File: config.mk
export PLATFORM = sky130hd
export DESIGN_NAME = spit_edge_lane
export DESIGN_NICKNAME = d
export VERILOG_FILES = /design/src/hdl/spit_pkg.sv /design/src/hdl/spit_edge_lane.sv
export SDC_FILE = /design/constraint.sdc
export NUM_CORES = 2
export LEC_CHECK = 0
export BUFFER_PORTS_ARGS = -buffer_cell sky130_fd_sc_hd__buf_2
export CAP_MARGIN = 10
export CORE_ASPECT_RATIO = 0.7
export CORE_UTILIZATION = 40
export CTS_CLUSTER_DIAMETER = 80
export DETAILED_ROUTE_END_ITERATION = 12
export GPL_ROUTABILITY_DRIVEN = 0
export PLACE_DENSITY = 0.61
export SKIP_CTS_REPAIR_TIMING = 1
export SLEW_MARGIN = 10
export SYNTH_ARGS = -nofsm -noshare
export SYNTH_HDL_FRONTEND = slang
export SYNTH_SLANG_ARGS = --single-unit
File: constraint.sdc
create_clock -name i_clk -period 11.7 [get_ports i_clk]
set_clock_uncertainty 0.05 [all_clocks]
set_input_delay 2.34 -clock i_clk [delete_from_list [all_inputs] [get_ports i_clk]]
set_output_delay 2.34 -clock i_clk [all_outputs]
set_load 0.02 [all_outputs]
File: src/hdl/spit_pkg.sv
// Shared types and codes for the shape-in-polygon tester.
package spit_pkg;

    // Item operation codes
    localparam logic [1:0] OP_START  = 2'd0;
    localparam logic [1:0] OP_APPEND = 2'd1;
    localparam logic [1:0] OP_TEST   = 2'd2;

    // Shape kinds for a test
    localparam logic [1:0] KIND_CIRCLE = 2'd0;
    localparam logic [1:0] KIND_RECT   = 2'd1;
    localparam logic [1:0] KIND_LINE   = 2'd2;
    localparam logic [1:0] KIND_TEXT   = 2'd3;

    // Fewest vertices that can enclose anything
    localparam int unsigned MIN_VERTICES = 3;

    // Number of test points walked in parallel
    localparam int unsigned NUM_LANES = 4;

    typedef enum logic [1:0] {
        ST_IDLE,
        ST_FEED,
        ST_DRAIN,
        ST_REPORT
    } t_state;

    // Vertex store write controls
    typedef struct packed {
        logic start;
        logic append;
    } t_load_ctl;

    // Edge lane controls
    typedef struct packed {
        logic clear;
        logic edge_v;
    } t_lane_ctl;

endpackage

File: src/hdl/spit_edge_lane.sv
// One test point's crossing-parity pipeline over the polygon edges.
module spit_edge_lane #(
    parameter int COORD_WIDTH = 24
) (
    input  logic                          i_clk,
    input  logic                          i_rst_n,
    input  spit_pkg::t_lane_ctl           i_ctl,
    input  logic signed [COORD_WIDTH:0]   i_px,
    input  logic signed [COORD_WIDTH:0]   i_py,
    input  logic signed [COORD_WIDTH-1:0] i_xi,
    input  logic signed [COORD_WIDTH-1:0] i_yi,
    input  logic signed [COORD_WIDTH-1:0] i_xj,
    input  logic signed [COORD_WIDTH-1:0] i_yj,
    output logic                          o_parity
);

    localparam int PW = COORD_WIDTH + 1;   // point and vertex difference width
    localparam int QW = COORD_WIDTH + 2;   // point minus vertex width
    localparam int MW = PW + QW;           // product width

    logic signed [PW-1:0] xi_e, yi_e, xj_e, yj_e;
    logic signed [QW-1:0] px_e, py_e, xi_q, yi_q;
    logic                 straddle;

    logic signed [QW-1:0] r_dxp, r_dyp;
    logic signed [PW-1:0] r_d, r_dxv;
    logic                 r_cross1;
    logic signed [MW-1:0] r_lhs, r_rhs;
    logic                 r_dneg;
    logic                 r_cross2;
    logic                 r_parity;
    logic                 flip;

    // Sign extension to working widths
    assign xi_e = PW'(i_xi);
    assign yi_e = PW'(i_yi);
    assign xj_e = PW'(i_xj);
    assign yj_e = PW'(i_yj);
    assign px_e = QW'(i_px);
    assign py_e = QW'(i_py);
    assign xi_q = QW'(i_xi);
    assign yi_q = QW'(i_yi);

    // Edge straddles the point's y when exactly one end lies above it
    assign straddle = (yi_e > i_py) != (yj_e > i_py);

    // Stage 1: differences
    always_ff @(posedge i_clk) begin
        r_dxp <= px_e - xi_q;
        r_dyp <= py_e - yi_q;
        r_d   <= yj_e - yi_e;
        r_dxv <= xj_e - xi_e;
    end

    // Stage 2: cross products, (px-xi)*(yj-yi) against (xj-xi)*(py-yi)
    always_ff @(posedge i_clk) begin
        r_lhs  <= MW'(r_dxp) * MW'(r_d);
        r_rhs  <= MW'(r_dxv) * MW'(r_dyp);
        r_dneg <= r_d[PW-1];
    end

    // Straddle flags ride along with the data
    always_ff @(posedge i_clk) begin
        if (!i_rst_n) begin
            r_cross1 <= 1'b0;
            r_cross2 <= 1'b0;
        end else begin
            r_cross1 <= i_ctl.edge_v & straddle;
            r_cross2 <= r_cross1;
        end
    end

    // Point is left of the crossing; compare flips with the edge direction
    assign flip = r_cross2 & (r_dneg ? (r_lhs > r_rhs) : (r_lhs < r_rhs));

    // Stage 3: even-odd parity
    always_ff @(posedge i_clk) begin
        if (!i_rst_n) begin
            r_parity <= 1'b0;
        end else if (i_ctl.clear) begin
            r_parity <= 1'b0;
        end else if (flip) begin
            r_parity <= ~r_parity;
        end
    end

    assign o_parity = r_parity;

endmodule

==> run metrics <==
core footprint 141,600 sq um; first-pass detailed-route iteration total 8; Synth Flop Type dfxtp_1; drc violations 0; final setup vio count 0; Final ANT Viol Nets 0; setup TNS 0 ns; reg-to-reg startpoint r_dxv[1]; Avg Cell Area, Syn 9.281 sq um; delay of the slowest cell on the worst path 1.00 ns; biggest area consumer among synthesized cells fa_1; Critical Path RT 12.16 ns; DRT iter0 DRCs 2,775; WL final 157,800 um; Layout fillers 13,940; worst hold path endpoint r_cross2; R2R depth 23; Final Max Tran Viols 0; crit path DAT 8.90 ns; vias in the first global route 44,280; commonest non-fill, non-tap cell in the layout inv_1; Ys Warns 0; PortBufs 150; clock tree sinks 208; worst r2r dst r_rhs[46]; nets 8,218; CP Launch Type flop; DR vias/cell 5.058; Syn Nets 8,170; first-pass GRT wire length 254,000 um; Seq/Total Area, Yosys 7.245%; status completed; initial antenna violation count 8; CTS H-tree lvls 1; reg-to-reg setup timing slack 3.26 ns; share of flip-flops with an asynchronous set or reset 0%; commonest non-fill, non-tap cells in the layout inv_1, fa_1, nand2_1; Die Area 145,200 sq um; actual slew at the worst max-slew pin 1.329 ns; area share of the largest cell type after synthesis 47.58%; TritonCTS clock tree done; die width 455.1 um; detailed-route via count 41,150; slew margin rel. 11.30%; root buf cell clkbuf_16; Critical-path top delay cell fa_1; Starting Density 40.59%; most used cell, CP fa_1; CTS buffer count 27; clock slew seen by the registers of the worst setup and hold paths 0.07 ns; fmax 0.1185 GHz; Hold Crit Start r_cross1; synthesized flop and latch total 208; worst setup path class reg2reg; DR WL/cell 19.39 um; Top-Level Pins 151; total global-route track usage 22.66%; layout cells sized above 1 5.126%; CTS Buffer Depth 3; largest net degree at the start of global routing 27; Post-Synthesis Cells 6,193; fin crit period 8.442 ns; CP endpoint kind flop; Worst-Skew Late Latency 0.61 ns; Synth area leaders fa_1, ha_1, inv_1; row count 115; CP Cell Sequence nand2_1 > inv_1 > fa_1 > fa_1 > fa_1 > inv_1 > fa_1 > inv_1 > fa_1 > inv_1 > fa_1 > inv_1 > ha_1 > nand4_1 > or3_1 > a2111oi_1 > o211ai_1 > a31oi_1 > o21ai_2 > a21oi_2 > o21ai_1 > mux2_2 > o211ai_1; Die Span Y 319.1 um; grt ovf 0; period utilization 72.16%; Syn Std Cell Area 57,480 sq um; WHS Path Cells 1; number of library cell types mapped by synthesis 79; Layout Area Growth over Synthesis 6.748%; Post-DP HPWL 132,600 um; Hold Crit Class reg2reg; max_cap viols 0; Hold Fails Final Rpt 0; Post-synth EDFFs 0; RSZ-0062 raised after global routing false; critical path peak fanout 26
## worst max-delay path: cells and delay by family (launching register included)
| family | cells | cell delay [ns] |
|---|---|---|
| DFF | 1 | 0.87 |
| and+or+nand+nor | 3 | 0.85 |
| muxes | 1 | 0.28 |
| AOI/OAI and AO/OA | 7 | 1.54 |
| adders and majority gates | 7 | 3.97 |
| buffers and inverters | 5 | 0.75 |
## layer usage
layer	routed length [um]	track usage, %	vias up
met1	70150	32.59	21110
met2	68960	34.51	1441
met5	35	0	-
li1	-	-	18420
met4	6441	7.430	6
met3	12180	3.876	184
## cells in the mapped netlist, drive strengths merged (24+ instances only)
library cell	n
a21o	88
fa	1366
xnor2	149
o21bai	24
xor2	45
dfxtp	208
o21a	33
clkbuf	216
a21oi	176
nand4	30
inv	1504
nor2	151
nand2	705
nand3	27
and2	632
nand2b	26
nor2b	37
o21ai	107
ha	461
## logic make-up (layout without fill, tap and decap cells)
group | after synthesis | in the layout | share of synthesized area [%]
adders and majority gates | 1827 | 1827 | 57.61
buffers and inverters | 1724 | 1793 | 11.26
and+or+nand+nor | 1685 | 1685 | 14.61
AOI/OAI and AO/OA | 553 | 553 | 6.278
DFF | 208 | 208 | 7.245
xor gates and xnor gates | 194 | 194 | 2.956
muxes | 2 | 2 | 0.03701
other | 0 | 3 | 0
## state kept, by name (all words and copies together), names as in the netlist
name	count
r_lhs	51
r_rhs	51
r_dxp	26
r_dyp	26
r_d	25
r_dxv	25
o_parity	1
r_cross1	1
r_cross2	1
r_dneg	1
## final cells by class
cell class,count,area (sq um),area share [%]
Multi-Input combinational cell,4261,46840,76.34
Inverter,1504,5645,9.201
Sequential cell,208,4164,6.787
Tap cell,1872,2342,3.818
Timing Repair Buffer,239,1419,2.313
Clock buffer,35,755.7,1.232
Clock inverter,15,181.4,0.2957
Antenna cell,3,7.507,0.01224
## stage by stage
step / hold WS, ns / util [%] / std cells / instance area (sq um) / setup WS, ns
2_1_floorplan: 0.3618 / - / 6193 / 57480 / 4.716
3_3_place_gp: 0.3729 / 42.67 / 8084 / 60410 / 3.563
3_5_place_dp: 0.3751 / 42.67 / 8084 / 60410 / 3.425
4_1_cts: 0.3897 / 43.33 / 8134 / 61350 / 3.363
5_1_grt: 0.4071 / 43.33 / 8135 / 61350 / 2.775
6_report: 0.3865 / 43.33 / 8137 / 61350 / 3.258
## worst max path at each step
stage / start / end / slack [ns] / cells past startpoint
detailed placement: r_dxv[1] / r_rhs[46] / 3.42 / 23
floorplan: r_d[4] / r_lhs[50] / 4.72 / 29
finish: r_dxv[1] / r_rhs[46] / 3.26 / 23
global route: r_dxv[1] / r_rhs[46] / 2.78 / 23
CTS: r_dxv[1] / r_rhs[46] / 3.36 / 23
global placement: r_dxv[1] / r_rhs[46] / 3.56 / 23
Power is not shown: default switching activity piles up to over one toggle a cycle in this logic, so the estimate is an artifact.
